===== config.mk =====
export PLATFORM = sky130hd
export DESIGN_NAME = detector_word_run_packer
export DESIGN_NICKNAME = d
export VERILOG_FILES = /design/src/rtl/dwrp_pkg.sv /design/src/rtl/dwrp_front.sv /design/src/rtl/dwrp_outq.sv /design/src/rtl/dwrp_back.sv /design/src/rtl/detector_word_run_packer.sv
export SDC_FILE = /design/constraint.sdc
export NUM_CORES = 2
export LEC_CHECK = 0
export BUFFER_PORTS_ARGS = -buffer_cell sky130_fd_sc_hd__buf_2
export CAP_MARGIN = 5
export CORE_MARGIN = 2
export CORE_UTILIZATION = 35
export DETAILED_ROUTE_END_ITERATION = 6
export GPL_ROUTABILITY_DRIVEN = 1
export SYNTH_ARGS = -nofsm -noshare
export SYNTH_HDL_FRONTEND = slang
export SYNTH_SLANG_ARGS = --single-unit

===== constraint.sdc =====
create_clock -name clk -period 6.5 [get_ports clk]
set_input_delay 0.975 -clock clk [delete_from_list [all_inputs] [get_ports clk]]
set_output_delay 0.975 -clock clk [all_outputs]
set_load 0.1 [all_outputs]

===== src/rtl/dwrp_pkg.sv =====
// shared types and constants of the detector word run packer
package dwrp_pkg;

  localparam int FRAME_BYTES_DEF = 256;
  localparam int IQ_DEPTH        = 2;
  localparam int OQ_DEPTH        = 4;
  localparam int OQ_CW           = $clog2(OQ_DEPTH + 1);
  localparam int SPLIT_COUNT     = 32768;
  localparam int ZERO_HOLD       = 8;

  // descriptor type codes as they appear in the frame
  localparam logic [1:0] DT_BYTE = 2'd0;
  localparam logic [1:0] DT_LONG = 2'd1;
  localparam logic [1:0] DT_NULL = 2'd2;

  // configuration register index
  localparam logic REG_PACKING_ENABLE = 1'b0;

  typedef enum logic [1:0] {
    RC_NONE,
    RC_ZERO,
    RC_SMALL,
    RC_LONG
  } run_class_t;

  typedef struct packed {
    logic        operation;
    logic [31:0] data_word;
    logic        buffer_end;
  } in_item_t;

  typedef struct packed {
    logic [31:0] frame_word;
    logic [2:0]  valid_bytes;
    logic        frame_last;
    logic [6:0]  sequence_number;
  } out_item_t;

  // classified item handed from front to back
  typedef struct packed {
    in_item_t   item;
    run_class_t cls;
    logic       pen;
  } cls_item_t;

endpackage


===== src/rtl/dwrp_front.sv =====
// front end: accepts input items, classifies them and queues them for the back end
module dwrp_front import dwrp_pkg::*; (
  input  logic      clk,
  input  logic      rst_n,
  input  logic      in_push,
  output logic      in_full,
  input  in_item_t  in_item,
  input  logic      packing_enable,
  output logic      q_valid,
  output cls_item_t q_item,
  input  logic      q_pop
);

  localparam int PW = $clog2(IQ_DEPTH);
  localparam int CW = $clog2(IQ_DEPTH + 1);

  cls_item_t       slot_r [IQ_DEPTH];
  logic [PW-1:0]   wr_ptr_r, rd_ptr_r;
  logic [CW-1:0]   cnt_r;
  logic            do_push, do_pop;
  cls_item_t       cls_w;

  // word class: zero, small (below 256) or long
  always_comb begin
    cls_w.item = in_item;
    cls_w.pen  = packing_enable;
    if (in_item.data_word == 32'd0) begin
      cls_w.cls = RC_ZERO;
    end else if (in_item.data_word[31:8] == 24'd0) begin
      cls_w.cls = RC_SMALL;
    end else begin
      cls_w.cls = RC_LONG;
    end
  end

  assign in_full = (cnt_r == CW'(IQ_DEPTH));
  assign do_push = in_push && !in_full;
  assign do_pop  = q_pop && q_valid;
  assign q_valid = (cnt_r != '0);
  assign q_item  = slot_r[rd_ptr_r];

  // queue storage
  always_ff @(posedge clk) begin
    if (do_push) begin
      slot_r[wr_ptr_r] <= cls_w;
    end
  end

  // queue pointers
  always_ff @(posedge clk) begin
    if (!rst_n) begin
      wr_ptr_r <= '0;
      rd_ptr_r <= '0;
      cnt_r    <= '0;
    end else begin
      if (do_push) begin
        wr_ptr_r <= (wr_ptr_r == PW'(IQ_DEPTH - 1)) ? '0 : wr_ptr_r + 1'b1;
      end
      if (do_pop) begin
        rd_ptr_r <= (rd_ptr_r == PW'(IQ_DEPTH - 1)) ? '0 : rd_ptr_r + 1'b1;
      end
      cnt_r <= cnt_r + CW'(do_push) - CW'(do_pop);
    end
  end

endmodule


===== src/rtl/dwrp_outq.sv =====
// result queue between the frame emitter and the result port
module dwrp_outq import dwrp_pkg::*; (
  input  logic             clk,
  input  logic             rst_n,
  input  logic             push,
  input  out_item_t        push_data,
  input  logic             pop,
  output logic             empty,
  output out_item_t        head,
  output logic [OQ_CW-1:0] cnt
);

  localparam int PW = $clog2(OQ_DEPTH);

  out_item_t      slot_r [OQ_DEPTH];
  logic [PW-1:0]  wr_ptr_r, rd_ptr_r;
  logic [OQ_CW-1:0] cnt_r;
  logic           do_pop;

  assign empty  = (cnt_r == '0);
  assign head   = slot_r[rd_ptr_r];
  assign cnt    = cnt_r;
  assign do_pop = pop && !empty;

  // storage
  always_ff @(posedge clk) begin
    if (push) begin
      slot_r[wr_ptr_r] <= push_data;
    end
  end

  // pointers; the emitter only pushes when room is reserved
  always_ff @(posedge clk) begin
    if (!rst_n) begin
      wr_ptr_r <= '0;
      rd_ptr_r <= '0;
      cnt_r    <= '0;
    end else begin
      if (push) begin
        wr_ptr_r <= wr_ptr_r + 1'b1;
      end
      if (do_pop) begin
        rd_ptr_r <= rd_ptr_r + 1'b1;
      end
      cnt_r <= cnt_r + OQ_CW'(push) - OQ_CW'(do_pop);
    end
  end

endmodule


===== src/rtl/dwrp_back.sv =====
// back end: run handling, frame packing into banked store, frame emission
module dwrp_back import dwrp_pkg::*; #(
  parameter int FRAME_BYTES = FRAME_BYTES_DEF
) (
  input  logic             clk,
  input  logic             rst_n,
  input  logic             q_valid,
  input  cls_item_t        q_item,
  output logic             q_pop,
  input  logic [OQ_CW-1:0] oq_cnt,
  output logic             oq_push,
  output out_item_t        oq_data
);

  localparam int SPW        = $clog2(FRAME_BYTES + 1);
  localparam int DESC_SLOTS = FRAME_BYTES / 4 + 1;
  localparam int NW         = $clog2(DESC_SLOTS + 1);
  localparam int DAW        = $clog2(DESC_SLOTS);
  localparam int BANK_DEPTH = (FRAME_BYTES + 3) / 4;
  localparam int BAW        = $clog2(BANK_DEPTH);
  localparam int WW         = $clog2(FRAME_BYTES / 4 + 2);

  typedef enum logic [2:0] {
    ST_IDLE,
    ST_FP1,
    ST_MAIN,
    ST_FP2,
    ST_HEAD,
    ST_DATA,
    ST_EMIT
  } state_t;

  typedef struct packed {
    logic [15:0] cnt;
    logic [1:0]  typ;
  } desc_t;

  // control state
  state_t           state_r, state_nxt, p_ret_r, p_ret_nxt, e_ret_r, e_ret_nxt;
  cls_item_t        itm_r, itm_nxt;
  logic             chg_r, chg_nxt;
  run_class_t       run_class_r, run_class_nxt, pend_type_r, pend_type_nxt;
  logic [3:0]       pend_len_r, pend_len_nxt;
  logic [7:0]       pend_b0_r, pend_b0_nxt, pend_b1_r, pend_b1_nxt;
  logic [1:0]       p_type_r, p_type_nxt;
  logic [3:0]       p_cnt_r, p_cnt_nxt, p_tc_r, p_tc_nxt;
  logic [63:0]      p_bytes_r, p_bytes_nxt;
  logic [NW-1:0]    desc_total_r, desc_total_nxt;
  logic [1:0]       open_type_r, open_type_nxt;
  logic [15:0]      open_count_r, open_count_nxt;
  logic [SPW-1:0]   space_r, space_nxt, data_len_r, data_len_nxt;
  logic [7:0]       frame_cnt_r, frame_cnt_nxt;
  logic [WW-1:0]    ew_r, ew_nxt, s2_w_r, s2_w_nxt;
  logic             s2_v_r, s2_v_nxt;
  logic [1:0]       t_prev_r, t_prev_nxt;

  // memories
  desc_t            desc_mem [DESC_SLOTS];
  desc_t            desc_rd_r;
  logic [7:0]       bank_mem [4][BANK_DEPTH];
  logic [7:0]       bank_rd_r [4];

  logic             desc_we;
  logic [DAW-1:0]   desc_wa, desc_ra;
  logic             bank_we [4];
  logic [BAW-1:0]   bank_wa [4], bank_ra [4];
  logic [7:0]       bank_wd [4];
  logic             issue;

  // run close-out (finish of a pending run) as a pack call
  logic             fp_has, fp_ls, fp_empty, fp_v;
  logic [1:0]       fp_type;
  logic [3:0]       fp_cnt;
  logic [63:0]      fp_bytes;

  // pack call from the item phases
  logic             call_v;
  logic [1:0]       call_type;
  logic [3:0]       call_cnt;
  logic [63:0]      call_bytes;
  state_t           phase_next;
  logic             in_phase;

  // head / data step helpers
  logic             need_new;
  logic [SPW-1:0]   space_eff, space_dn;
  logic [15:0]      oc_base;
  logic [2:0]       chunk;
  logic [1:0]       off;
  logic [SPW-1:0]   widx;
  logic [31:0]      top_bytes;
  logic [7:0]       one;

  // emission helpers
  logic [SPW-1:0]   tot_bytes, rem_bytes;
  logic [WW-1:0]    words, n_w;
  logic             room;
  logic             cur_open;
  desc_t            cur_d;
  logic [15:0]      cur_shown;
  logic [7:0]       ob [4];
  logic [2:0]       vb;

  assign one       = itm_r.item.data_word[7:0];
  assign tot_bytes = SPW'(FRAME_BYTES) - space_r;
  assign words     = WW'(({1'b0, tot_bytes} + (SPW + 1)'(3)) >> 2);
  assign n_w       = WW'(desc_total_r);
  assign room      = ({1'b0, oq_cnt} + (OQ_CW + 1)'(s2_v_r)) < (OQ_CW + 1)'(OQ_DEPTH);

  // close-out rules for a pending zero or small run
  always_comb begin
    fp_has   = (state_r == ST_FP1) && itm_r.pen;
    fp_ls    = (itm_r.item.data_word[31:8] == 24'd0);
    fp_empty = (desc_total_r == '0);
    fp_v     = 1'b0;
    fp_type  = DT_NULL;
    fp_cnt   = pend_len_r;
    fp_bytes = '0;
    if (pend_type_r == RC_ZERO && pend_len_r != 4'd0 && pend_len_r <= 4'(ZERO_HOLD)) begin
      fp_v = 1'b1;
      if (!fp_empty && fp_has) begin
        if (open_type_r == DT_BYTE && fp_ls) begin
          fp_type = DT_BYTE;
        end else if ((open_type_r == DT_BYTE || fp_ls) && pend_len_r <= 4'd4) begin
          fp_type = DT_BYTE;
        end else if (open_type_r == DT_LONG && !fp_ls && pend_len_r <= 4'd2) begin
          fp_type = DT_LONG;
        end
      end else if (!fp_has) begin
        if (open_type_r == DT_BYTE && pend_len_r < 4'd4) begin
          fp_type = DT_BYTE;
        end else if (open_type_r == DT_LONG && pend_len_r < 4'd2) begin
          fp_type = DT_LONG;
        end
      end else begin
        if (fp_ls && pend_len_r < 4'd4) begin
          fp_type = DT_BYTE;
        end else if (!fp_ls && pend_len_r < 4'd2) begin
          fp_type = DT_LONG;
        end
      end
      if (fp_type == DT_LONG) begin
        fp_cnt = {pend_len_r[1:0], 2'b00};
      end
    end else if (pend_type_r == RC_SMALL && pend_len_r != 4'd0 && pend_len_r <= 4'd2) begin
      fp_v    = 1'b1;
      fp_type = DT_BYTE;
      if (!fp_empty && fp_has) begin
        if (open_type_r == DT_LONG || !fp_ls) begin
          fp_type = DT_LONG;
        end
      end else if (!fp_has) begin
        if (open_type_r == DT_LONG && pend_len_r == 4'd1) begin
          fp_type = DT_LONG;
        end
      end else begin
        if (!fp_ls && pend_len_r == 4'd1) begin
          fp_type = DT_LONG;
        end
      end
      if (fp_type == DT_LONG) begin
        fp_cnt   = {pend_len_r[1:0], 2'b00};
        fp_bytes = {24'd0, pend_b0_r, 24'd0, pend_b1_r};
      end else begin
        fp_bytes = {pend_b0_r, pend_b1_r, 48'd0};
      end
    end
  end

  // sequencer next state
  always_comb begin
    state_nxt      = state_r;
    p_ret_nxt      = p_ret_r;
    e_ret_nxt      = e_ret_r;
    itm_nxt        = itm_r;
    chg_nxt        = chg_r;
    run_class_nxt  = run_class_r;
    pend_type_nxt  = pend_type_r;
    pend_len_nxt   = pend_len_r;
    pend_b0_nxt    = pend_b0_r;
    pend_b1_nxt    = pend_b1_r;
    p_type_nxt     = p_type_r;
    p_cnt_nxt      = p_cnt_r;
    p_tc_nxt       = p_tc_r;
    p_bytes_nxt    = p_bytes_r;
    desc_total_nxt = desc_total_r;
    open_type_nxt  = open_type_r;
    open_count_nxt = open_count_r;
    space_nxt      = space_r;
    data_len_nxt   = data_len_r;
    frame_cnt_nxt  = frame_cnt_r;
    ew_nxt         = ew_r;
    q_pop          = 1'b0;
    call_v         = 1'b0;
    call_type      = DT_LONG;
    call_cnt       = 4'd4;
    call_bytes     = {itm_r.item.data_word, 32'd0};
    phase_next     = ST_IDLE;
    in_phase       = 1'b0;
    desc_we        = 1'b0;
    desc_wa        = DAW'(desc_total_r - NW'(1));
    need_new       = 1'b0;
    space_eff      = space_r;
    space_dn       = space_r;
    oc_base        = open_count_r;
    chunk          = 3'd0;
    issue          = 1'b0;
    for (int j = 0; j < 4; j++) begin
      bank_we[j] = 1'b0;
      bank_wa[j] = '0;
      bank_wd[j] = '0;
    end
    off       = 2'd0;
    widx      = '0;
    top_bytes = p_bytes_r[63:32];

    case (state_r)
      // take the next classified item
      ST_IDLE: begin
        if (q_valid) begin
          q_pop   = 1'b1;
          itm_nxt = q_item;
          if (q_item.item.operation) begin
            if (desc_total_r != '0) begin
              state_nxt = ST_EMIT;
              e_ret_nxt = ST_IDLE;
              ew_nxt    = '0;
            end
          end else if (!q_item.pen || q_item.cls != run_class_r) begin
            chg_nxt   = 1'b1;
            state_nxt = ST_FP1;
          end else begin
            chg_nxt   = 1'b0;
            state_nxt = ST_MAIN;
          end
        end
      end

      // close the pending run at a class change or with packing off
      ST_FP1: begin
        in_phase      = 1'b1;
        phase_next    = ST_MAIN;
        call_v        = fp_v;
        call_type     = fp_type;
        call_cnt      = fp_cnt;
        call_bytes    = fp_bytes;
        pend_type_nxt = RC_NONE;
        pend_len_nxt  = 4'd0;
        run_class_nxt = itm_r.pen ? itm_r.cls : RC_NONE;
      end

      // the word itself
      ST_MAIN: begin
        in_phase   = 1'b1;
        phase_next = (itm_r.pen && itm_r.item.buffer_end) ? ST_FP2 : ST_IDLE;
        if (!itm_r.pen || itm_r.cls == RC_LONG) begin
          call_v = 1'b1;
        end else if (chg_r) begin
          pend_type_nxt = itm_r.cls;
          pend_len_nxt  = 4'd1;
          pend_b0_nxt   = one;
        end else if (itm_r.cls == RC_ZERO) begin
          if (pend_type_r == RC_ZERO) begin
            pend_len_nxt = pend_len_r + 4'd1;
            if (pend_len_r + 4'd1 > 4'(ZERO_HOLD)) begin
              call_v        = 1'b1;
              call_type     = DT_NULL;
              call_cnt      = pend_len_r + 4'd1;
              pend_type_nxt = RC_NONE;
              pend_len_nxt  = 4'd0;
            end
          end else begin
            call_v    = 1'b1;
            call_type = DT_NULL;
            call_cnt  = 4'd1;
          end
        end else begin
          if (pend_type_r == RC_SMALL && pend_len_r < 4'd2) begin
            if (pend_len_r[0]) begin
              pend_b1_nxt = one;
            end else begin
              pend_b0_nxt = one;
            end
            pend_len_nxt = pend_len_r + 4'd1;
          end else if (pend_type_r == RC_SMALL) begin
            call_v        = 1'b1;
            call_type     = DT_BYTE;
            call_cnt      = 4'd3;
            call_bytes    = {pend_b0_r, pend_b1_r, one, 40'd0};
            pend_type_nxt = RC_NONE;
            pend_len_nxt  = 4'd0;
          end else begin
            call_v     = 1'b1;
            call_type  = DT_BYTE;
            call_cnt   = 4'd1;
            call_bytes = {one, 56'd0};
          end
        end
      end

      // close the pending run at a buffer end
      ST_FP2: begin
        in_phase      = 1'b1;
        phase_next    = ST_IDLE;
        call_v        = fp_v;
        call_type     = fp_type;
        call_cnt      = fp_cnt;
        call_bytes    = fp_bytes;
        pend_type_nxt = RC_NONE;
        pend_len_nxt  = 4'd0;
        run_class_nxt = RC_NONE;
      end

      // one pack iteration: descriptor decision
      ST_HEAD: begin
        need_new = (desc_total_r == '0) || (open_type_r != p_type_r) ||
                   (({1'b0, open_count_r} + 17'(p_cnt_r)) >= 17'(SPLIT_COUNT));
        if (p_cnt_r == 4'd0) begin
          state_nxt = p_ret_r;
        end else if (need_new && space_r < SPW'(8)) begin
          state_nxt = ST_EMIT;
          e_ret_nxt = ST_HEAD;
          ew_nxt    = '0;
        end else begin
          if (need_new) begin
            desc_we        = (desc_total_r != '0);
            desc_total_nxt = desc_total_r + NW'(1);
            open_type_nxt  = p_type_r;
            oc_base        = 16'd0;
            space_eff      = ((desc_total_r == '0) ? SPW'(FRAME_BYTES - 2) : space_r) - SPW'(4);
          end
          space_nxt = space_eff;
          if (p_type_r == DT_NULL) begin
            open_count_nxt = oc_base + 16'(p_cnt_r);
            p_cnt_nxt      = 4'd0;
            if (space_eff < SPW'(5)) begin
              state_nxt = ST_EMIT;
              e_ret_nxt = p_ret_r;
              ew_nxt    = '0;
            end else begin
              state_nxt = p_ret_r;
            end
          end else begin
            open_count_nxt = oc_base;
            p_tc_nxt       = (SPW'(p_cnt_r) > space_eff) ? {space_eff[3:2], 2'b00} : p_cnt_r;
            state_nxt      = ST_DATA;
          end
        end
      end

      // write up to four data bytes, one to each bank
      ST_DATA: begin
        chunk = (p_tc_r >= 4'd4) ? 3'd4 : p_tc_r[2:0];
        for (int j = 0; j < 4; j++) begin
          off        = 2'(j) - data_len_r[1:0];
          widx       = data_len_r + SPW'(off);
          bank_we[j] = ({1'b0, off} < chunk) && (widx < SPW'(FRAME_BYTES));
          bank_wa[j] = BAW'(widx >> 2);
          bank_wd[j] = top_bytes[8 * (3 - off) +: 8];
        end
        space_dn       = space_r - SPW'(chunk);
        data_len_nxt   = data_len_r + SPW'(chunk);
        space_nxt      = space_dn;
        open_count_nxt = open_count_r + 16'(chunk);
        p_cnt_nxt      = p_cnt_r - 4'(chunk);
        p_tc_nxt       = p_tc_r - 4'(chunk);
        p_bytes_nxt    = p_bytes_r << {chunk, 3'b000};
        if (p_tc_r == 4'(chunk)) begin
          if (space_dn < SPW'(5)) begin
            state_nxt = ST_EMIT;
            e_ret_nxt = (p_cnt_r == 4'(chunk)) ? p_ret_r : ST_HEAD;
            ew_nxt    = '0;
          end else begin
            state_nxt = (p_cnt_r == 4'(chunk)) ? p_ret_r : ST_HEAD;
          end
        end
      end

      // stream the frame out word by word
      ST_EMIT: begin
        if (ew_r < words) begin
          if (room) begin
            issue  = 1'b1;
            ew_nxt = ew_r + WW'(1);
          end
        end else if (!s2_v_r) begin
          frame_cnt_nxt  = frame_cnt_r + 8'd1;
          desc_total_nxt = '0;
          data_len_nxt   = '0;
          space_nxt      = SPW'(FRAME_BYTES);
          state_nxt      = e_ret_r;
        end
      end

      default: begin
        state_nxt = ST_IDLE;
      end
    endcase

    // hand a pack call to the packer, or move to the next phase
    if (in_phase) begin
      if (call_v) begin
        p_type_nxt  = call_type;
        p_cnt_nxt   = call_cnt;
        p_bytes_nxt = call_bytes;
        p_ret_nxt   = phase_next;
        state_nxt   = ST_HEAD;
      end else begin
        state_nxt = phase_next;
      end
    end
  end

  // emission read addresses
  assign desc_ra    = DAW'(ew_r);
  assign bank_ra[0] = BAW'(ew_r - n_w);
  assign bank_ra[1] = BAW'(ew_r - n_w);
  assign bank_ra[2] = BAW'(ew_r - n_w - WW'(1));
  assign bank_ra[3] = BAW'(ew_r - n_w - WW'(1));

  // descriptor store: closed descriptors, the open one stays in registers
  always_ff @(posedge clk) begin
    if (desc_we) begin
      desc_mem[desc_wa] <= '{cnt: open_count_r, typ: open_type_r};
    end
    desc_rd_r <= desc_mem[desc_ra];
  end

  // data byte store, four banks by byte offset
  for (genvar g = 0; g < 4; g++) begin : g_bank
    always_ff @(posedge clk) begin
      if (bank_we[g]) begin
        bank_mem[g][bank_wa[g]] <= bank_wd[g];
      end
      bank_rd_r[g] <= bank_mem[g][bank_ra[g]];
    end
  end

  // assemble one frame word from header fields and data banks
  always_comb begin
    cur_open  = (s2_w_r == n_w - WW'(1));
    cur_d     = cur_open ? '{cnt: open_count_r, typ: open_type_r} : desc_rd_r;
    cur_shown = (cur_d.typ == DT_LONG) ? (cur_d.cnt >> 2) : cur_d.cnt;
    if (s2_w_r == '0) begin
      ob[0] = 8'(16'(desc_total_r) >> 8);
      ob[1] = 8'(desc_total_r);
    end else if (s2_w_r <= n_w) begin
      ob[0] = 8'd0;
      ob[1] = {6'd0, t_prev_r};
    end else begin
      ob[0] = bank_rd_r[2];
      ob[1] = bank_rd_r[3];
    end
    if (s2_w_r < n_w) begin
      ob[2] = cur_shown[15:8];
      ob[3] = cur_shown[7:0];
    end else begin
      ob[2] = bank_rd_r[0];
      ob[3] = bank_rd_r[1];
    end
    rem_bytes = tot_bytes - SPW'({s2_w_r, 2'b00});
    vb        = (rem_bytes >= SPW'(4)) ? 3'd4 : rem_bytes[2:0];
    for (int i = 0; i < 4; i++) begin
      if (3'(i) >= vb) begin
        ob[i] = 8'd0;
      end
    end
    oq_data.frame_word      = {ob[0], ob[1], ob[2], ob[3]};
    oq_data.valid_bytes     = vb;
    oq_data.frame_last      = (s2_w_r == words - WW'(1));
    oq_data.sequence_number = frame_cnt_r[6:0];
    oq_push                 = s2_v_r;
    t_prev_nxt              = s2_v_r ? cur_d.typ : t_prev_r;
    s2_v_nxt                = issue;
    s2_w_nxt                = issue ? ew_r : s2_w_r;
  end

  // state and registered values
  always_ff @(posedge clk) begin
    if (!rst_n) begin
      state_r      <= ST_IDLE;
      p_ret_r      <= ST_IDLE;
      e_ret_r      <= ST_IDLE;
      chg_r        <= 1'b0;
      run_class_r  <= RC_NONE;
      pend_type_r  <= RC_NONE;
      pend_len_r   <= 4'd0;
      p_cnt_r      <= 4'd0;
      p_tc_r       <= 4'd0;
      desc_total_r <= '0;
      open_type_r  <= DT_BYTE;
      open_count_r <= 16'd0;
      space_r      <= SPW'(FRAME_BYTES);
      data_len_r   <= '0;
      frame_cnt_r  <= 8'd1;
      ew_r         <= '0;
      s2_v_r       <= 1'b0;
    end else begin
      state_r      <= state_nxt;
      p_ret_r      <= p_ret_nxt;
      e_ret_r      <= e_ret_nxt;
      chg_r        <= chg_nxt;
      run_class_r  <= run_class_nxt;
      pend_type_r  <= pend_type_nxt;
      pend_len_r   <= pend_len_nxt;
      p_cnt_r      <= p_cnt_nxt;
      p_tc_r       <= p_tc_nxt;
      desc_total_r <= desc_total_nxt;
      open_type_r  <= open_type_nxt;
      open_count_r <= open_count_nxt;
      space_r      <= space_nxt;
      data_len_r   <= data_len_nxt;
      frame_cnt_r  <= frame_cnt_nxt;
      ew_r         <= ew_nxt;
      s2_v_r       <= s2_v_nxt;
    end
    itm_r     <= itm_nxt;
    pend_b0_r <= pend_b0_nxt;
    pend_b1_r <= pend_b1_nxt;
    p_type_r  <= p_type_nxt;
    p_bytes_r <= p_bytes_nxt;
    s2_w_r    <= s2_w_nxt;
    t_prev_r  <= t_prev_nxt;
  end

endmodule


===== src/rtl/detector_word_run_packer.sv =====
// Detector word run packer: packs 32-bit detector words into numbered frames.
// Input channel: queue-style; an item (operation, data_word, buffer_end) is
// taken on a clock edge with in_push high and in_full low. operation 1
// flushes the current frame; data words are sorted into zero, byte and long
// runs and packed into a frame of FRAME_BYTES bytes.
// Result channel: queue-style; while out_empty is low out_item holds the
// oldest frame word, taken on a clock edge with out_pop high.
// Configuration: APB-style port, register packing_enable at address 0.
// Throughput: a long word passes the packing sequencer as dispatch, word
// phase, descriptor step and one 4-byte write into the four byte banks;
// zero and small words take at most the same steps; a run close-out at a
// class change or buffer end adds a phase plus its packing steps. A frame
// streams one word per cycle while the result queue has room; each word
// passes a registered read stage before it enters the result queue.
// Reset: synchronous, active low; queues empty, frame empty, sequence
// counter at one, packing enabled.
// Stalls: when out_pop stays low the four-entry result queue fills, the
// emitter pauses, the two-entry input queue fills and in_full rises.
module detector_word_run_packer import dwrp_pkg::*; #(
  parameter int FRAME_BYTES = FRAME_BYTES_DEF
) (
  input  logic        clk,
  input  logic        rst_n,
  input  logic        in_push,
  output logic        in_full,
  input  in_item_t    in_item,
  output logic        out_empty,
  input  logic        out_pop,
  output out_item_t   out_item,
  input  logic        cfg_psel,
  input  logic        cfg_penable,
  input  logic        cfg_pwrite,
  input  logic [2:0]  cfg_paddr,
  input  logic [31:0] cfg_pwdata,
  output logic [31:0] cfg_prdata,
  output logic        cfg_pready
);

  logic             packing_enable_r;
  logic             q_valid, q_pop;
  cls_item_t        q_item;
  logic             oq_push;
  out_item_t        oq_data;
  logic [OQ_CW-1:0] oq_cnt;
  logic             cfg_wr;

  // configuration register
  assign cfg_pready = 1'b1;
  assign cfg_wr     = cfg_psel && cfg_penable && cfg_pwrite && cfg_pready;
  assign cfg_prdata = (cfg_paddr[2] == REG_PACKING_ENABLE) ? {31'd0, packing_enable_r} : 32'd0;

  always_ff @(posedge clk) begin
    if (!rst_n) begin
      packing_enable_r <= 1'b1;
    end else if (cfg_wr && cfg_paddr[2] == REG_PACKING_ENABLE) begin
      packing_enable_r <= cfg_pwdata[0];
    end
  end

  dwrp_front u_front (
    .clk            (clk),
    .rst_n          (rst_n),
    .in_push        (in_push),
    .in_full        (in_full),
    .in_item        (in_item),
    .packing_enable (packing_enable_r),
    .q_valid        (q_valid),
    .q_item         (q_item),
    .q_pop          (q_pop)
  );

  dwrp_back #(
    .FRAME_BYTES (FRAME_BYTES)
  ) u_back (
    .clk     (clk),
    .rst_n   (rst_n),
    .q_valid (q_valid),
    .q_item  (q_item),
    .q_pop   (q_pop),
    .oq_cnt  (oq_cnt),
    .oq_push (oq_push),
    .oq_data (oq_data)
  );

  dwrp_outq u_outq (
    .clk       (clk),
    .rst_n     (rst_n),
    .push      (oq_push),
    .push_data (oq_data),
    .pop       (out_pop),
    .empty     (out_empty),
    .head      (out_item),
    .cnt       (oq_cnt)
  );

endmodule


## Word level (Yosys, flattened, before mapping)

Memories as Yosys holds them, arrays and structs flattened. A register that Yosys moved wholly into a read port is not among the register bits.
Cells that the tools add are included.

- Register bits after elaboration: 224
- Bits in writable memories: 3496
- Bits of input ports: 76
- Output and inout bits: 78
- Word-level logic and storage cells: 502
- Memories: 5

- $add $sub $neg: 40
- $lt $le $gt $ge: 39
- Eq/ne operators: 52
- Shift operators: 5
- Multiplexer cells: 227
- Bitwise operators: 15
- Reductions and logical operators: 85

Memory list:

| memory | words | bits a word | rd ports | clocked after Yosys merged registers in | write ports | RTL line | RTL |
|---|---|---|---|---|---|---|---|
| u_back.bank_mem | 4 | 512 | 4 | 0 | 4 | dwrp_back.sv:60 | `logic [7:0] bank_mem [4][BANK_DEPTH];` |
| u_back.desc_mem | 65 | 18 | 1 | 1 | 1 | dwrp_back.sv:58 | `desc_t desc_mem [DESC_SLOTS];` |
| u_outq.slot_r | 4 | 43 | 1 | 1 | 1 | dwrp_outq.sv:15 | `out_item_t slot_r [OQ_DEPTH];` |
| u_front.slot_r | 2 | 37 | 1 | 1 | 1 | dwrp_front.sv:17 | `cls_item_t slot_r [IQ_DEPTH];` |
| u_back.bank_rd_r | 4 | 8 | 4 | 0 | 4 | dwrp_back.sv:61 | `logic [7:0] bank_rd_r [4];` |

Operators by type and width:

| operator | count |
|---|---|
| two-way mux 512 bit | 4 |
| two-way mux 64 bit | 11 |
| binary-select mux 8 bit (select 6 bit) | 4 |
| demux 8 bit (select 6 bit) | 4 |
| two-way mux 16 bit | 11 |
| two-way mux 8 bit | 20 |
| variable part select 32 x 33 -> 8 bit | 4 |
| case mux 64 bit (2 select lines) | 1 |
| two-way mux 7 bit | 16 |
| two-way mux 4 bit | 27 |
| two-way mux 9 bit | 11 |
| two-way mux 3 bit | 25 |
| two-way mux 2 bit | 35 |
| << shifter 64 x 6 -> 64 bit | 1 |
| zero test 24 bit | 2 |
| >= comparator 7 bit, second input constant | 6 |
| inverter 6 -> 7 bit | 6 |
| two-way mux 1 bit | 39 |
| adder 9 x 2 -> 9 bit | 4 |
| < comparator 9 bit, second input constant | 4 |
| logical AND 1 bit | 33 |
| zero test 32 bit | 1 |
| two-way mux 32 bit | 1 |
| case mux 16 bit (2 select lines) | 1 |
| 95 further kinds | 192 |

## Depth between registers and ports, before layout

- Depth in word-level cells: 15
- Depth in mapped cells: 20

## By module

Synthesis repeated with hierarchy kept, for this count alone.

- Cell total of the unflattened synthesis: 7583
- Area total of the unflattened synthesis: 150669.5 sq um

Modules (own cells, without submodules):

| module | times used | cells an instance | area an instance (sq um) | sequential area each (sq um) |
|---|---|---|---|---|
| dwrp_back | 1 | 7119 | 140644.9 | 102468.3 |
| dwrp_outq | 1 | 268 | 6723.9 | 5345.1 |
| dwrp_front | 1 | 156 | 2980.4 | 2322.2 |
| detector_word_run_packer | 1 | 40 | 320.3 | 20.0 |

## Least setup slack after synthesis

Ideal clock, no wire load.

- Kind: reg-to-reg
- Start point: reg u_back.open_count_r[3]
- End point: mem u_back.desc_mem[64][0] in the netlist's numbering, enable pin
- Data arrival time: 4.686 ns
- Data required time: 6.084 ns
- Setup slack: 1.398 ns
- Stages on the path, launching flop included: 11
- Buffers on the path: 0
- Clock period less this slack: 5.102 ns
- Cell sequence: dfxtp_1 > ha_1 > a21oi_1 > a21boi_0 > a211oi_2 > a31oi_2 > nor3_2 > nand2_1 > nor3_2 > nand3_1 > nor3_1

- Longest elaborated chain between the ends: 9

Ends and longest elaborated chain:

| element | RTL line | RTL |
|---|---|---|
| start: declaration | dwrp_back.sv:50 | `logic [15:0] open_count_r, open_count_nxt;` |
| start signal: assignment | dwrp_back.sv:510 | `open_count_r <= open_count_nxt;` |
| adder 16 x 4 -> 17 bit (*) | dwrp_back.sv:317 | `(({1'b0, open_count_r} + 17'(p_cnt_r)) >= 17'(SPLIT_COUNT));` |
| >= comparator 17 x 16 -> 1 bit (*) | dwrp_back.sv:317 |  |
| logical OR 1 bit (*) | dwrp_back.sv:316 | `need_new = (desc_total_r == '0) \|\| (open_type_r != p_type_r) \|\|` |
| two-way mux 1 bit or logical AND 1 bit (tied branches) | dwrp_back.sv:325, dwrp_back.sv:320 |  |
| two-way mux 1 bit (*) | dwrp_back.sv:320 | `end else if (need_new && space_r < SPW'(8)) begin` |
| two-way mux 1 bit (*) | dwrp_back.sv:318 | `if (p_cnt_r == 4'd0) begin` |
| two-way mux 1 bit (*) | dwrp_back.sv:217 | `case (state_r)` |
| two-way mux 1 bit (*) | dwrp_back.sv:423 | `if (desc_we) begin` |
| two-way mux 1 bit (not written as such) (*) | dwrp_back.sv:424 | `desc_mem[desc_wa] <= '{cnt: open_count_r, typ: open_type_r};` |
| end: declaration | dwrp_back.sv:58 |  |

Mark *: on every way between the ends. The rest lies on a longest branch, timed or not.

## Worst setup path in the final report

- Start point: reg u_back.desc_total_r[1]
- End point: mem u_back.desc_mem[29][2] in the netlist's numbering, enable pin

- Longest elaborated chain between the ends: 9

Ends and longest elaborated chain:

| element | RTL line | RTL |
|---|---|---|
| start: declaration | dwrp_back.sv:48 | `logic [NW-1:0] desc_total_r, desc_total_nxt;` |
| start signal: assignment | dwrp_back.sv:508 | `desc_total_r <= desc_total_nxt;` |
| zero test 7 bit | dwrp_back.sv:316 |  |
| logical OR 1 bit (2 in series) | dwrp_back.sv:316 |  |
| two-way mux 1 bit or logical AND 1 bit (tied branches) | dwrp_back.sv:325, dwrp_back.sv:320 |  |
| two-way mux 1 bit | dwrp_back.sv:320 |  |
| two-way mux 1 bit | dwrp_back.sv:318 |  |
| two-way mux 1 bit | dwrp_back.sv:217 |  |
| two-way mux 1 bit | dwrp_back.sv:423 |  |
| two-way mux 1 bit (not written as such) | dwrp_back.sv:424 |  |

Several ways; a longest one is shown, not always the timed one.

==> flow_metrics.env <==
export IMPL_syn_area_sq_um=151000
export IMPL_yosysTopAreaCell="edfxtp_1"
export IMPL_p_leak_nw=52.0
export IMPL_synth_warnings=0
export IMPL_setup_viol=0
export IMPL_clk_pin_slew_worst_paths_ns=0.06
export IMPL_slowest_stage="nor2_2"
export IMPL_ctsResizeCount=0
export IMPL_synth_seq_cells=3739
export IMPL_ys_flop_type="edfxtp_1"
export IMPL_postRouteAntennaNets=0
export IMPL_max_clock_freq_mhz=181
export IMPL_max_stage_delay_ns=1.09
export IMPL_netlist_cell_type_count=86
export IMPL_cts_sinks=3739
export IMPL_core_rowCount=240
export IMPL_worst_ir_drop_vdd_mv=0.657
export IMPL_slew_violations=0
export IMPL_final_cell_mix="3527 x edfxtp_1, 1101 x mux4_2, 487 x nor2_1"
export IMPL_totalWireLength_um=362000
export IMPL_gp_congestion=0.861
export IMPL_port_buffers=88
export IMPL_avgSynthCellArea_sq_um=19.8
export IMPL_hold_depth=1
export IMPL_critPathBufInv=3
export IMPL_vias_per_cell=5.41
export IMPL_wire_per_inst_um=26.1
export IMPL_startpoint_type="register"
export IMPL_num_vias=75100
export IMPL_drc=0
export IMPL_skew_ns=0.0886
export IMPL_post_route_min_period_ns=5.52
export IMPL_fin_nets=8052
export IMPL_cp_top_family="simple AND/OR/NAND/NOR gates"
export IMPL_antenna_found_initial=44
export IMPL_final_common_cell="edfxtp_1"
export IMPL_start_util=0.352
export IMPL_dieArea_sq_um=435000
export IMPL_postCtsHoldBufs=0
export IMPL_fp_dieH_um=660
export IMPL_setup_tns_ns=0
export IMPL_rsz0062_at_grt="no"
export IMPL_hold_viol_final=0
export IMPL_total_power_w=0.0743
export IMPL_num_io_pins=154
export IMPL_period_share=0.849
export IMPL_crit_chain="inv_1, ha_1, and3_1, buf_4, a211oi_2, a31oi_2, nor3_2, buf_4, nand2_1, nor3_1, nand3_1, nor2_2"
export IMPL_track_usage=0.163
export IMPL_path_class="reg2reg"
export IMPL_core_area_sq_um=428000
export IMPL_path_max_fanout=18
export IMPL_status="finished, final reports clean"
export IMPL_arrival_ns=6.05
export IMPL_reg2reg_depth=12
export IMPL_yosys_top_cells_area="edfxtp_1 70%, mux4_2 16%, dfxtp_1 2.8%"
export IMPL_clkLatencyLatePin_ns=0.97
export IMPL_async_reset_ff_frac=0
export IMPL_tightest_slew_ns=1.30
export IMPL_yosysSeqAreaShare=0.732
export IMPL_cts_setup_buffers=0
export IMPL_drive_above_1_share=0.262
export IMPL_crit_top_cell="buf_4"
export IMPL_maxCapViolCount=0
export IMPL_dp_hpwl_um=219000
export IMPL_h_tree_depth=5
export IMPL_firstDrtPassIters=6
export IMPL_grt_pass1_wl_um=526000
export IMPL_grt_overflow_total=0
export IMPL_synth_edf_count=3527
export IMPL_drt_iter0_markers=8379
export IMPL_syn_inst=7621
export IMPL_cts_buffer_depth=4
export IMPL_tritoncts="yes"
export IMPL_relSlewSlack=0.127
export IMPL_grt_pass1_vias=75200
export IMPL_cp_num_cells=12
export IMPL_syn2layout_area_growth_pct=13.5
export IMPL_cts_root_buffer="clkbuf_16"
export IMPL_die_w_um=660
export IMPL_grt_max_degree=143
export IMPL_hold_path_class="in2reg"
export IMPL_end_kind="register"
export IMPL_worstPathRequired_ns=7.03
export IMPL_power_density_nw_per_um2=435
export IMPL_synth_top_cell_area_share=0.704
export IMPL_cts_buffers=379
[where the power goes]
part / leakage (nW) / switching (W) / internal [W]
combinational: 12.9 / 0.0133 / 0.0114
sequential: 33.1 / 0.000864 / 0.0272
clock: 5.94 / 0.00928 / 0.0123
total: 52.0 / 0.0234 / 0.0509
[metrics by stage]
stage	utilization	hold slack (ns)	worst slack [ns]	cell area, sq um	cells
5_1_grt	0.399	0.203	0.692	171000	13900
2_1_floorplan	-	0.412	1.40	151000	7652
3_3_place_gp	0.370	0.424	1.20	159000	13200
3_5_place_dp	0.370	0.424	1.08	159000	13200
4_1_cts	0.399	0.156	0.965	171000	13900
6_report	0.399	0.241	0.980	171000	13900
[worst reg2reg max path: cells and delay by family (launching register included)]
| kind | cells | cell delay (ns) |
|---|---|---|
| AND/OR/NAND/NOR | 6 | 2.96 |
| AO/OA/AOI/OAI | 2 | 0.72 |
| buffers and inverters | 3 | 0.67 |
| flip-flops | 1 | 0.48 |
| adder cells (fa/ha/maj) | 1 | 0.24 |
[synthesized netlist by cell type, drive strengths merged (63+ instances only)]
cell	number
a211oi	84
a21oi	225
and2	73
buf	167
clkbuf	274
dfxtp	212
edfxtp	3527
ha	82
inv	73
mux2i	110
mux4	1101
nand2	338
nand3	71
nor2	553
nor3	63
o21ai	98
xnor2	67
[sequential cells by signal (all words and copies together), names as in the netlist, 4 cells and up, named ones only]
signal               cells
u_front.slot_r          74
u_outq.slot_r          172
u_back.p_tc_r            4
u_back.pend_b1_r         8
u_back.data_len_r        9
u_back.pend_b0_r         8
u_back.desc_mem       1170
u_back.bank_rd_r        32
u_back.pend_len_r        4
u_back.p_cnt_r           4
u_back.desc_rd_r        18
u_back.open_count_r     16
u_back.p_bytes_r        64
u_back.space_r           9
u_back.itm_r            36
u_back.desc_total_r      7
u_back.bank_mem       2048
u_back.s2_w_r            7
u_back.desc_ra           7
u_back.frame_cnt_r       7
[kinds of logic after synthesis]
group	count (synthesis)	synth area share
DFF	3739	0.732
and+or+nand+nor	1311	0.0393
muxes	1250	0.175
AOI/OAI and AO/OA	602	0.0254
buffers and inverters	517	0.0142
xor gates and xnor gates	109	0.00634
adders and majority gates	91	0.00801
other	2	0.0000499
[per-layer routing]
metal  track usage  share of wire
met1         0.228           0.43
met2         0.265           0.48
met3        0.0301          0.071
met4        0.0377          0.022
met5             0        0.00028
[layout make-up]
class                      count  area [sq um]
sequential                  3739        110000
clock buffer                 472          9960
fill                       37500        257000
timing repair buffer         293          2170
inverter                      76           285
clock inverter               214          2350
tap                         5687          7120
antenna                       12          30.0
multi-input combinational   3396         38700
[worst paths after layout]
path                           start  slack [ns]                      to
min reg2reg  u_back.desc_mem[64][13]        0.41    u_back.desc_rd_r[13]
min                       in_item[0]        0.24    u_front.slot_r[1][3]
max           u_back.desc_total_r[1]        0.98  u_back.desc_mem[29][2]
max reg2reg   u_back.desc_total_r[1]        0.98  u_back.desc_mem[29][2]
Power figures use the tool's default switching activity.
